$ cat config.mk
export PLATFORM = sky130hd
export DESIGN_NAME = field_alternate_row_shifter_core
export DESIGN_NICKNAME = d
export VERILOG_FILES = /design/src/hdl/frs_pkg.sv /design/src/hdl/frs_cfg_regs.sv /design/src/hdl/frs_col_seq.sv /design/src/hdl/frs_out_reg.sv /design/src/hdl/field_alternate_row_shifter_core.sv
export SDC_FILE = /design/constraint.sdc
export NUM_CORES = 1
export LEC_CHECK = 0
export BUFFER_PORTS_ARGS = -buffer_cell sky130_fd_sc_hd__buf_2
export CAP_MARGIN = 10
export CORE_UTILIZATION = 25
export CTS_CLUSTER_DIAMETER = 60
export DETAILED_ROUTE_END_ITERATION = 8
export SYNTH_ARGS = -nofsm -noshare
export SYNTH_HDL_FRONTEND = slang
export SYNTH_SLANG_ARGS = --single-unit
$ cat constraint.sdc
create_clock -name clk -period 30.7 [get_ports clk]
set_input_delay 1.535 -clock clk [delete_from_list [all_inputs] [get_ports clk]]
set_output_delay 1.535 -clock clk [all_outputs]
set_load 0.03 [all_outputs]
$ cat src/hdl/frs_pkg.sv
// Shared types and constants of the alternate-row field shifter.
`timescale 1ns / 1ps
`default_nettype none
package frs_pkg;

  // Configuration port
  localparam int CFG_IDX_W  = 1;
  localparam int CFG_DATA_W = 13;
  typedef logic [CFG_IDX_W-1:0] cfg_idx_t;
  localparam cfg_idx_t CFG_ROW_WIDTH   = 1'd0;
  localparam cfg_idx_t CFG_FIELD_SHIFT = 1'd1;

  // Register widths and reset values
  localparam int ROW_WIDTH_W = 13;
  localparam int SHIFT_W     = 8;
  localparam logic [ROW_WIDTH_W-1:0] ROW_WIDTH_RST   = 13'd720;
  localparam logic [SHIFT_W-1:0]     FIELD_SHIFT_RST = 8'd2;
  localparam int SHIFT_LIMIT = 100;

  // At most this many output words follow from one input word
  localparam int MAX_RESULTS = 51;
  localparam int RES_CNT_W   = 6;

  // One output word handed from the column sequencer to the output register
  typedef struct packed {
    logic fire;
    logic row_end;
    logic last;
  } frs_emit_t;

endpackage
`default_nettype wire

$ cat src/hdl/frs_cfg_regs.sv
// Configuration registers and the derived row width and per-parity shifts.
`timescale 1ns / 1ps
`default_nettype none
module frs_cfg_regs #(
  parameter int MAX_WIDTH = 4096,
  parameter int MAX_DELAY = 64,
  parameter int WW        = 13
) (
  input  wire logic                           clk,
  input  wire logic                           rst_n,
  input  wire logic                           cfg_valid,
  output logic                                cfg_ready,
  input  wire frs_pkg::cfg_idx_t              cfg_index,
  input  wire logic [frs_pkg::CFG_DATA_W-1:0] cfg_data,
  output logic [WW-1:0]                       width_eff,
  output logic signed [frs_pkg::SHIFT_W-1:0]  shift_even,
  output logic signed [frs_pkg::SHIFT_W-1:0]  shift_odd
);
  import frs_pkg::*;

  localparam logic signed [8:0] SL    = 9'(SHIFT_LIMIT);
  localparam logic signed [8:0] MD    = 9'(MAX_DELAY);
  localparam logic [15:0]       MAXW  = 16'(MAX_WIDTH);

  logic [ROW_WIDTH_W-1:0] row_width_r;
  logic [SHIFT_W-1:0]     field_shift_r;
  logic signed [8:0]      p9;
  logic signed [8:0]      ps;
  logic signed [8:0]      half;
  logic signed [8:0]      rem;
  logic [15:0]            w16;
  logic [15:0]            we16;

  function automatic logic signed [8:0] lim(input logic signed [8:0] v);
    if (v < -MD) return -MD;
    if (v > MD) return MD;
    return v;
  endfunction

  assign cfg_ready = 1'b1;

  always_ff @(posedge clk) begin
    if (!rst_n) begin
      row_width_r   <= ROW_WIDTH_RST;
      field_shift_r <= FIELD_SHIFT_RST;
    end else if (cfg_valid && cfg_ready) begin
      case (cfg_index)
        CFG_ROW_WIDTH:   row_width_r   <= cfg_data[ROW_WIDTH_W-1:0];
        CFG_FIELD_SHIFT: field_shift_r <= cfg_data[SHIFT_W-1:0];
        default: ;
      endcase
    end
  end

  always_comb begin
    p9 = signed'({field_shift_r[SHIFT_W-1], field_shift_r});
    if (p9 > SL) ps = SL;
    else if (p9 < -SL) ps = -SL;
    else ps = p9;
    // half rounds toward zero
    if (ps[8]) half = (ps + 9'sd1) >>> 1;
    else half = ps >>> 1;
    rem = ps - half;
    shift_even = SHIFT_W'(lim(-half));
    shift_odd  = SHIFT_W'(lim(rem));

    w16 = {3'd0, row_width_r};
    if (w16 == 16'd0) we16 = 16'd1;
    else if (w16 > MAXW) we16 = MAXW;
    else we16 = w16;
    width_eff = WW'(we16);
  end

endmodule
`default_nettype wire

$ cat src/hdl/frs_col_seq.sv
// Input word register, row state and the per-column emit sequencer.
`timescale 1ns / 1ps
`default_nettype none
module frs_col_seq #(
  parameter int WW         = 13,
  parameter int PIXEL_BITS = 64
) (
  input  wire logic                                  clk,
  input  wire logic                                  rst_n,
  input  wire logic                                  in_valid,
  output logic                                       in_stall,
  input  wire logic [PIXEL_BITS-1:0]                 in_pixel,
  input  wire logic                                  in_frame_start,
  input  wire logic [WW-1:0]                         width_eff,
  input  wire logic signed [frs_pkg::SHIFT_W-1:0]    shift_even,
  input  wire logic signed [frs_pkg::SHIFT_W-1:0]    shift_odd,
  input  wire logic                                  slot_free,
  output frs_pkg::frs_emit_t                         emit,
  output logic [PIXEL_BITS-1:0]                      emit_pixel
);
  import frs_pkg::*;

  localparam int SW = WW + 2;

  logic                   hold_v_r;
  logic [PIXEL_BITS-1:0]  hold_pix_r;
  logic [WW-1:0]          hold_c_r;
  logic [WW-1:0]          col_r;
  logic [WW-1:0]          emit_r;
  logic                   odd_r;
  logic [PIXEL_BITS-1:0]  fp_r;
  logic [RES_CNT_W-1:0]   n_r;

  logic signed [SHIFT_W-1:0] d;
  logic [WW-1:0]  w_m1;
  logic [WW:0]    j1;
  logic [1:0]     cmp0;
  logic [1:0]     cmp1;
  logic           cond0;
  logic           cond1;
  logic           fire;
  logic           done;
  logic           accept;
  logic           row_wrap;
  logic [WW-1:0]  emit_adv;
  logic [WW-1:0]  col_nxt;
  logic [WW-1:0]  emit_nxt;
  logic           odd_nxt;
  logic [WW-1:0]  c_nxt;

  // {source <= column, source == column} for output column j
  function automatic logic [1:0] src_cmp(input logic [WW:0] j,
                                         input logic signed [SHIFT_W-1:0] dd,
                                         input logic [WW-1:0] w,
                                         input logic [WW-1:0] c);
    logic signed [SW-1:0] diff;
    logic signed [SW-1:0] wm1;
    logic signed [SW-1:0] cs;
    logic signed [SW-1:0] src;
    diff = signed'({1'b0, j}) - SW'(dd);
    wm1  = signed'({2'b00, w}) - SW'(1);
    cs   = signed'({2'b00, c});
    if (diff < 0) src = '0;
    else if (diff > wm1) src = wm1;
    else src = diff;
    return {src <= cs, src == cs};
  endfunction

  always_comb begin
    d     = odd_r ? shift_odd : shift_even;
    w_m1  = width_eff - 1'b1;
    j1    = {1'b0, emit_r} + 1'b1;
    cmp0  = src_cmp({1'b0, emit_r}, d, width_eff, hold_c_r);
    cmp1  = src_cmp(j1, d, width_eff, hold_c_r);
    cond0 = (emit_r < width_eff) && (n_r < RES_CNT_W'(MAX_RESULTS)) && cmp0[1];
    cond1 = (j1 < {1'b0, width_eff})
            && (({1'b0, n_r} + 1'b1) < (RES_CNT_W + 1)'(MAX_RESULTS)) && cmp1[1];

    fire   = hold_v_r && cond0 && slot_free;
    done   = hold_v_r && (!cond0 || (slot_free && !cond1));
    in_stall = hold_v_r && !done;
    accept = in_valid && !in_stall;

    emit.fire    = fire;
    emit.row_end = (emit_r == w_m1);
    emit.last    = !cond1;
    emit_pixel   = cmp0[0] ? hold_pix_r : fp_r;

    // advance the row state when the held word retires
    row_wrap = (hold_c_r == w_m1);
    emit_adv = emit_r + WW'(fire);
    col_nxt  = col_r;
    emit_nxt = emit_adv;
    odd_nxt  = odd_r;
    if (done) begin
      if (row_wrap) begin
        col_nxt  = '0;
        emit_nxt = '0;
        odd_nxt  = ~odd_r;
      end else begin
        col_nxt = hold_c_r + 1'b1;
      end
    end
    if (accept && in_frame_start) begin
      col_nxt  = '0;
      emit_nxt = '0;
      odd_nxt  = 1'b0;
    end
    c_nxt = (col_nxt > w_m1) ? w_m1 : col_nxt;
  end

  always_ff @(posedge clk) begin
    if (!rst_n) begin
      hold_v_r <= 1'b0;
      col_r    <= '0;
      emit_r   <= '0;
      odd_r    <= 1'b0;
      n_r      <= '0;
      fp_r     <= '0;
    end else begin
      hold_v_r <= accept ? 1'b1 : (hold_v_r && !done);
      col_r    <= col_nxt;
      emit_r   <= emit_nxt;
      odd_r    <= odd_nxt;
      n_r      <= done ? '0 : n_r + RES_CNT_W'(fire);
      if (accept && (c_nxt == '0)) begin
        fp_r <= in_pixel;
      end
    end
  end

  always_ff @(posedge clk) begin
    if (accept) begin
      hold_pix_r <= in_pixel;
      hold_c_r   <= c_nxt;
    end
  end

endmodule
`default_nettype wire

$ cat src/hdl/frs_out_reg.sv
// Output word register with valid and stall.
`timescale 1ns / 1ps
`default_nettype none
module frs_out_reg #(
  parameter int PIXEL_BITS = 64
) (
  input  wire logic                  clk,
  input  wire logic                  rst_n,
  input  wire frs_pkg::frs_emit_t    emit,
  input  wire logic [PIXEL_BITS-1:0] emit_pixel,
  output logic                       slot_free,
  output logic                       out_valid,
  input  wire logic                  out_stall,
  output logic [PIXEL_BITS-1:0]      out_shifted_pixel,
  output logic                       out_row_end,
  output logic                       out_last
);
  import frs_pkg::*;

  logic                  valid_r;
  logic [PIXEL_BITS-1:0] pix_r;
  logic                  row_end_r;
  logic                  last_r;

  assign slot_free         = !valid_r || !out_stall;
  assign out_valid         = valid_r;
  assign out_shifted_pixel = pix_r;
  assign out_row_end       = row_end_r;
  assign out_last          = last_r;

  always_ff @(posedge clk) begin
    if (!rst_n) begin
      valid_r <= 1'b0;
    end else if (emit.fire) begin
      valid_r <= 1'b1;
    end else if (slot_free) begin
      valid_r <= 1'b0;
    end
  end

  always_ff @(posedge clk) begin
    if (emit.fire) begin
      pix_r     <= emit_pixel;
      row_end_r <= emit.row_end;
      last_r    <= emit.last;
    end
  end

endmodule
`default_nettype wire

$ cat src/hdl/field_alternate_row_shifter_core.sv
// Top level of the alternate-row horizontal field shifter.
`timescale 1ns / 1ps
`default_nettype none
// Streams one image plane in raster order, one pixel word per clock while
// in_stall is low, and shifts alternate rows in opposite directions. The
// plane shift is split into a half (rounded toward zero) and the remainder:
// odd rows move right by the remainder and repeat their first pixel into the
// gap, even rows move left by the half and repeat their last pixel at the
// end. Each output column goes out as soon as the input pixel it copies has
// arrived, so a right-shifted row answers its first input with a burst of
// up to remainder+1 words, the first inputs of a left-shifted row give no
// word, and its last input emits the trailing repeats. The column sequencer
// emits one word a cycle, while the output register is free, into that single
// register, and in_stall rises while such a burst drains or while a stalled
// output word blocks the next one. An accepted input word is held in the
// input word register; its first output word is registered in the output
// register and shows on out_valid. frame_start restarts row parity and the
// column count before the pixel is taken. Write the row width and field shift
// registers only when the block is idle; cfg_ready is always high.
module field_alternate_row_shifter_core #(
  parameter int MAX_WIDTH  = 4096,
  parameter int MAX_DELAY  = 64,
  parameter int PIXEL_BITS = 64
) (
  input  wire logic                           clk,
  input  wire logic                           rst_n,
  // input words
  input  wire logic                           in_valid,
  output logic                                in_stall,
  input  wire logic [PIXEL_BITS-1:0]          in_pixel,
  input  wire logic                           in_frame_start,
  // output words
  output logic                                out_valid,
  input  wire logic                           out_stall,
  output logic [PIXEL_BITS-1:0]               out_shifted_pixel,
  output logic                                out_row_end,
  output logic                                out_last,
  // configuration writes
  input  wire logic                           cfg_valid,
  output logic                                cfg_ready,
  input  wire frs_pkg::cfg_idx_t              cfg_index,
  input  wire logic [frs_pkg::CFG_DATA_W-1:0] cfg_data
);
  import frs_pkg::*;

  // Column counters must hold the row width itself
  localparam int WW = $clog2(MAX_WIDTH + 1);

  logic [WW-1:0]             width_eff;
  logic signed [SHIFT_W-1:0] shift_even;
  logic signed [SHIFT_W-1:0] shift_odd;
  logic                      slot_free;
  frs_emit_t                 emit;
  logic [PIXEL_BITS-1:0]     emit_pixel;

  // Hold the registers; derive clamped width and per-parity shifts
  frs_cfg_regs #(
    .MAX_WIDTH (MAX_WIDTH),
    .MAX_DELAY (MAX_DELAY),
    .WW        (WW)
  ) u_cfg (
    .clk        (clk),
    .rst_n      (rst_n),
    .cfg_valid  (cfg_valid),
    .cfg_ready  (cfg_ready),
    .cfg_index  (cfg_index),
    .cfg_data   (cfg_data),
    .width_eff  (width_eff),
    .shift_even (shift_even),
    .shift_odd  (shift_odd)
  );

  // Take in a word, then emit each output column whose source has arrived
  frs_col_seq #(
    .WW         (WW),
    .PIXEL_BITS (PIXEL_BITS)
  ) u_seq (
    .clk            (clk),
    .rst_n          (rst_n),
    .in_valid       (in_valid),
    .in_stall       (in_stall),
    .in_pixel       (in_pixel),
    .in_frame_start (in_frame_start),
    .width_eff      (width_eff),
    .shift_even     (shift_even),
    .shift_odd      (shift_odd),
    .slot_free      (slot_free),
    .emit           (emit),
    .emit_pixel     (emit_pixel)
  );

  // Register the result; it holds while the sink stalls
  frs_out_reg #(
    .PIXEL_BITS (PIXEL_BITS)
  ) u_out (
    .clk               (clk),
    .rst_n             (rst_n),
    .emit              (emit),
    .emit_pixel        (emit_pixel),
    .slot_free         (slot_free),
    .out_valid         (out_valid),
    .out_stall         (out_stall),
    .out_shifted_pixel (out_shifted_pixel),
    .out_row_end       (out_row_end),
    .out_last          (out_last)
  );

endmodule
`default_nettype wire

==> impl_metrics.yaml, run 1 <==
sta:
  min_period_ns: 18.02
  timing.final.ws_setup_ns: 12.68
  max_freq_mhz: 55.5
  hold_viol: 0
  whs_ns: 0.454
  period_share_pct: 58.7
  slew_violations: 0
  fin_tns_setup_ns: 0
  fin_worst_skew_ns: 0.0144
  worst_pin_slew_ns: 1.04
  setup_viol: 0
  slew-limit-headroom_pct: 30.4
  rsz0062_at_grt: "false"
cells_and_area:
  final_cell_mix: "nand2_1 (222), buf_2 (150), edfxtp_1 (143)"
  mostFrequentLayoutCell: "nand2_1"
  final_area_sq_um: 19500
  area_delta_synth_final_pct: 15.6
  post-route-util_pct: 29.4
  fillCellCount: 6859
  finalNonFillerCells: 2734
  fin_nets: 2070
  antenna-diode-count: 0
  drive_gt1_share_pct: 17.3
floorplanning:
  initial_core_util_pct: 25.5
  io_pins: 153
  coreArea_sq_um: 66200
  die_w_um: 262
  die_height_um: 262
  row_count: 94
  fp.dieArea_sq_um: 68500
power:
  ir_drop_v: 0.0000441
  power_mw: 1.39
  p_leak_nw: 7.92
  power.density_nw_per_um2: 71.4
synth:
  ys_ff_latch: 263
  synth_edf_count: 143
  syn_avg_cell_area_sq_um: 9.83
  synthFlopType: "edfxtp_1"
  async_flop_share_pct: 0
  ys_top_cells_by_area: "edfxtp_1 (25%), dfxtp_1 (14%), ha_1 (10%)"
  ys_seq_area_share_pct: 39.7
  synth_top_area_share_pct: 25.4
  synth_cell_type_count: 103
  yosys.area.top_type: "edfxtp_1"
  syn_area_sq_um: 16900
  syn_inst: 1717
  synth_warnings: 0
cts:
  insertion_delay_ns: 0.55
  tritoncts: "done"
  post_cts_resized: 0
  cts_sinks: 263
  cts_made_buffers: 28
  post_cts_buffers: 0
  cts-root-buf: "clkbuf_16"
  htree_levels: 1
  clk_pin_slew_ns: 0.06
  cts_hold_buffers: 0
  cts_buffer_depth: 3
detailed_routing:
  via_per_inst: 5.01
  routed-via-count: 13704
  drtIter0Drc: 957
  drc_errors: 1
  wl_um: 48600
  dr.pass1.iters: 7
  wl_per_cell_um: 17.8
  ant_nets: 0
hold_path:
  min_from: "u_seq.fp_r[6]"
  worstHoldEndpoint: "u_seq.fp_r[6]"
  min_path_cells: 2
  hp-class: "reg -> reg"
grt:
  antenna_found_initial: 2
  grt_pass1_wl_um: 74400
  grtUsageTotal_pct: 13.6
  grt_max_degree: 107
  overflow: 0
  grt_pass1_vias: 13341
critical_path:
  reg2regPathDepth: 77
  r2r_slack_ns: 12.68
  timing.rr.end: "u_seq.fp_r[8]"
  cp.required_ns: 31.17
  crit_fanout: 36
  critPathMaxStageDelay_ns: 0.64
  critPathSlowestCell: "buf_4"
  critPathKind: "reg -> reg"
  crit_path_end_kind: "flop"
  cp-start-kind: "flop"
  worst_r2r_startpoint: "u_cfg.field_shift_r[2]"
  crit_arrival_ns: 18.49
  cp_common_cell: "o21a_1"
placement:
  hpwl_um: 36800
  gp_congestion: 0.968
  dpl_cell_area_sq_um: 18500
  dp.cells: 2682
  place_worst_setup_slack_ns: 12.89
  io_buffers: 151
run:
  cap_violations: 0
run_status:
  violations: "DRC"
  outcome: "finished with violations"
routing by layer:
layer / up-vias / track usage (%) / wire length [um] / part of all wire (%)
met2: 404 / 23.4 / 22900 / 47
li1: 6529 / - / - / -
met5: - / 0 / 27 / 0.056
met1: 6677 / 17.6 / 21500 / 44
met3: 90 / 1.81 / 3000 / 6.2
met4: 4 / 3.80 / 1240 / 2.6
worst max-delay path, delay by kind of cell (launching register included):
| kind | cells | cell delay, ns |
|---|---|---|
| AO/OA/AOI/OAI | 41 | 8.33 |
| adder cells (fa/ha/maj) | 12 | 4.19 |
| buffers and inverters | 4 | 1.50 |
| flip-flops | 1 | 0.63 |
| multiplexers | 2 | 0.50 |
| AND/OR/NAND/NOR | 17 | 2.54 |
| XOR/XNOR | 1 | 0.20 |
synth_stat cells, drive strengths merged, types with 29 or more instances:
| master | count |
|---|---|
| nor2 | 136 |
| dfxtp | 120 |
| o21ai | 42 |
| ha | 136 |
| a21oi | 52 |
| mux2 | 76 |
| o21a | 48 |
| clkbuf | 56 |
| a211oi | 33 |
| xor2 | 29 |
| inv | 67 |
| nand2 | 222 |
| edfxtp | 143 |
| mux2i | 81 |
| xnor2 | 78 |
| nand3 | 44 |
where the power goes:
part | internal, mW | total [mW] | switching, mW
combinational | 0.218 | 0.551 | 0.333
sequential | 0.462 | 0.499 | 0.0367
clock | 0.202 | 0.342 | 0.140
registers in the layout, summed over array words and instances (netlist names), 6 cells and up:
register                 flops
u_seq.emit_r                13
u_seq.hold_pix_r            64
u_cfg.row_width_r           13
u_out.out_shifted_pixel     64
u_seq.n_r                    6
u_cfg.field_shift_r          8
u_seq.fp_r                  64
u_seq.col_r                 13
u_seq.hold_c_r              13
final cells by class:
cell class	instances	area (sq um)	area share (%)
Timing Repair Buffer	170	901	4.62
Clock inverter	11	103	0.526
Clock buffer	41	853	4.38
Multi-Input combinational cell	1316	9610	49.3
Sequential cell	263	6700	34.3
Inverter	69	259	1.33
Tap cell	864	1080	5.54
logic make-up (layout without fill, tap and decap cells):
group	Yosys count	in the layout	synth area share [%]
AOI/OAI and AO/OA	328	328	14.4
xor gates and xnor gates	108	108	5.69
adders and majority gates	144	144	10.7
buffers and inverters	142	291	3.70
DFF	263	263	39.7
muxes	157	157	9.92
other	1	5	0.0222
and+or+nand+nor	574	574	15.9
worst max path at each step:
stage	startpoint	end	cells past startpoint
global route	u_cfg.field_shift_r[2]	u_seq.fp_r[8]	78
detailed placement	u_cfg.field_shift_r[2]	u_seq.fp_r[12]	77
global placement	u_cfg.field_shift_r[2]	u_seq.fp_r[62]	77
finish	u_cfg.field_shift_r[2]	u_seq.fp_r[8]	77
CTS	u_cfg.field_shift_r[2]	u_seq.fp_r[12]	77
floorplan	u_cfg.field_shift_r[3]	u_seq.emit_r[10]	61
Power figures use the tool's default switching activity.
==> run 2, diff against run 1 <==
==> constraint.sdc (replaced) <==
create_clock -name clk -period 15.55 [get_ports clk]
set_input_delay 0.7775 -clock clk [delete_from_list [all_inputs] [get_ports clk]]
set_output_delay 0.7775 -clock clk [all_outputs]
set_load 0.03 [all_outputs]
==> impl_metrics.yaml, run 2 (synthesis results as in run 1) <==
run_status:
  outcome: "finished clean"
detailed_routing:
  via_per_inst: 4.97
  wl_per_cell_um: 18.1
  drc_errors: 0
  ant_nets: 0
  drtIter0Drc: 926
  wl_um: 50400
  routed-via-count: 13859
  dr.pass1.iters: 5
floorplanning:
  die_w_um: 262
  fp.dieArea_sq_um: 68500
  io_pins: 153
  die_height_um: 262
  row_count: 94
  coreArea_sq_um: 66200
  initial_core_util_pct: 25.5
power:
  power_mw: 2.89
  p_leak_nw: 8.23
  power.density_nw_per_um2: 143
  ir_drop_v: 0.0000766
sta:
  max_freq_mhz: 67.7
  slew-limit-headroom_pct: 27.5
  period_share_pct: 95.1
  fin_tns_setup_ns: 0
  fin_worst_skew_ns: 0.0250
  hold_viol: 0
  slew_violations: 0
  min_period_ns: 14.78
  worst_pin_slew_ns: 1.09
  setup_viol: 0
cells_and_area:
  fin_nets: 2118
  final_cell_mix: "nand2_1 (222), buf_2 (150), edfxtp_1 (143)"
  mostFrequentLayoutCell: "nand2_1"
  drive_gt1_share_pct: 21.1
  area_delta_synth_final_pct: 19.7
  finalNonFillerCells: 2788
  final_area_sq_um: 20200
  post-route-util_pct: 30.5
cts:
  clk_pin_slew_ns: 0.07
  cts-root-buf: "clkbuf_16"
  htree_levels: 1
  cts_made_buffers: 29
  cts_buffer_depth: 3
  cts_sinks: 263
  cts_hold_buffers: 0
  insertion_delay_ns: 0.57
  tritoncts: "done"
critical_path:
  cp_common_cell: "o21a_1"
  critPathSlowestCell: "fa_1"
  worst_r2r_startpoint: "u_cfg.field_shift_r[2]"
  crit_path_end_kind: "flop"
  critPathMaxStageDelay_ns: 0.41
  crit_fanout: 18
  crit_start: "u_cfg.field_shift_r[2]"
  cp.required_ns: 16.04
  critPathKind: "reg -> reg"
  crit_arrival_ns: 15.28
  cp-start-kind: "flop"
placement:
  gp_congestion: 0.918
  dp.cells: 2713
  io_buffers: 151
  hpwl_um: 37300
  dpl_cell_area_sq_um: 18800
hold_path:
  hp-class: "in -> reg"
  min_from: "in_pixel[55]"
grt:
  antenna_found_initial: 4
  grt-busiest-layer: "met2"
  grt_pass1_wl_um: 76700
  grt_max_degree: 109
  grtUsageTotal_pct: 14.0
  grt_use_met3_pct: 2.49
  grt_pass1_vias: 13779
  grt_use_met2_pct: 23.9
  grt_util_met1_pct: 17.9
  overflow: 0
run:
  cap_violations: 0
-- run 2: cell types whose count changed in the layout (fill, tap and decap cells not counted), sizes merged --
cell,before,now
clkinv,9,10
clkinvlp,1,2
inv,69,72
diode,0,5
buf,170,214
-- run 2: final cells by class --
type                            count  area, sq um
Antenna cell                        5         12.5
Clock buffer                       38          810
Clock inverter                     16          156
Fill cell                        6813        46000
Inverter                           69          259
Multi-Input combinational cell   1316         9820
Sequential cell                   263         6700
Tap cell                          864         1080
Timing Repair Buffer              217         1360
-- run 2: path summary, 6_finish.rpt --
check | to | slack, ns | cells past startpoint
setup / recovery | u_seq.fp_r[26] | 0.77 | 76
hold reg to reg | u_seq.fp_r[2] | 0.45 | 2
hold / removal | u_seq.hold_pix_r[55] | 0.39 | 1
setup reg to reg | u_seq.fp_r[26] | 0.77 | 76
-- run 2: report_power, final --
group	leakage (nW)	internal (mW)	switching, mW
clock	0.472	0.390	0.294
combinational	5.41	0.509	0.710
sequential	2.35	0.913	0.0717
total	8.23	1.81	1.08
-- run 2: what timing repair did --
| item | in CTS | in global routing |
|---|---|---|
| cloned | 0 | 5 |
| gates resized for setup | 1 | 49 |
| pin swaps | 0 | 16 |
| setup buffers | 0 | 11 |
| setup endpoints to repair | 6 | 77 |
-- run 2: worst max-delay path, delay by kind of cell (launching register included) --
kind / cells / cell delay (ns)
xor gates and xnor gates: 1 / 0.17
adders and majority gates: 13 / 4.04
AOI/OAI and AO/OA: 39 / 6.82
buffers and inverters: 6 / 0.79
DFF: 1 / 0.36
muxes: 3 / 0.78
and+or+nand+nor: 14 / 1.73
-- run 2: per-layer routing --
metal	share of wire (%)	wire (um)
met5	0.026	13
met4	3.0	1510
met3	6.2	3140
met2	46	23400
met1	44	22400
-- run 2: stage by stage --
stage	setup WS [ns]	hold slack, ns
floorplan	0.0561	0.431
global placement	0.260	0.438
detailed placement	0.0663	0.446
CTS	0.0291	0.367
global route	-0.111	0.374
finish	0.768	0.395
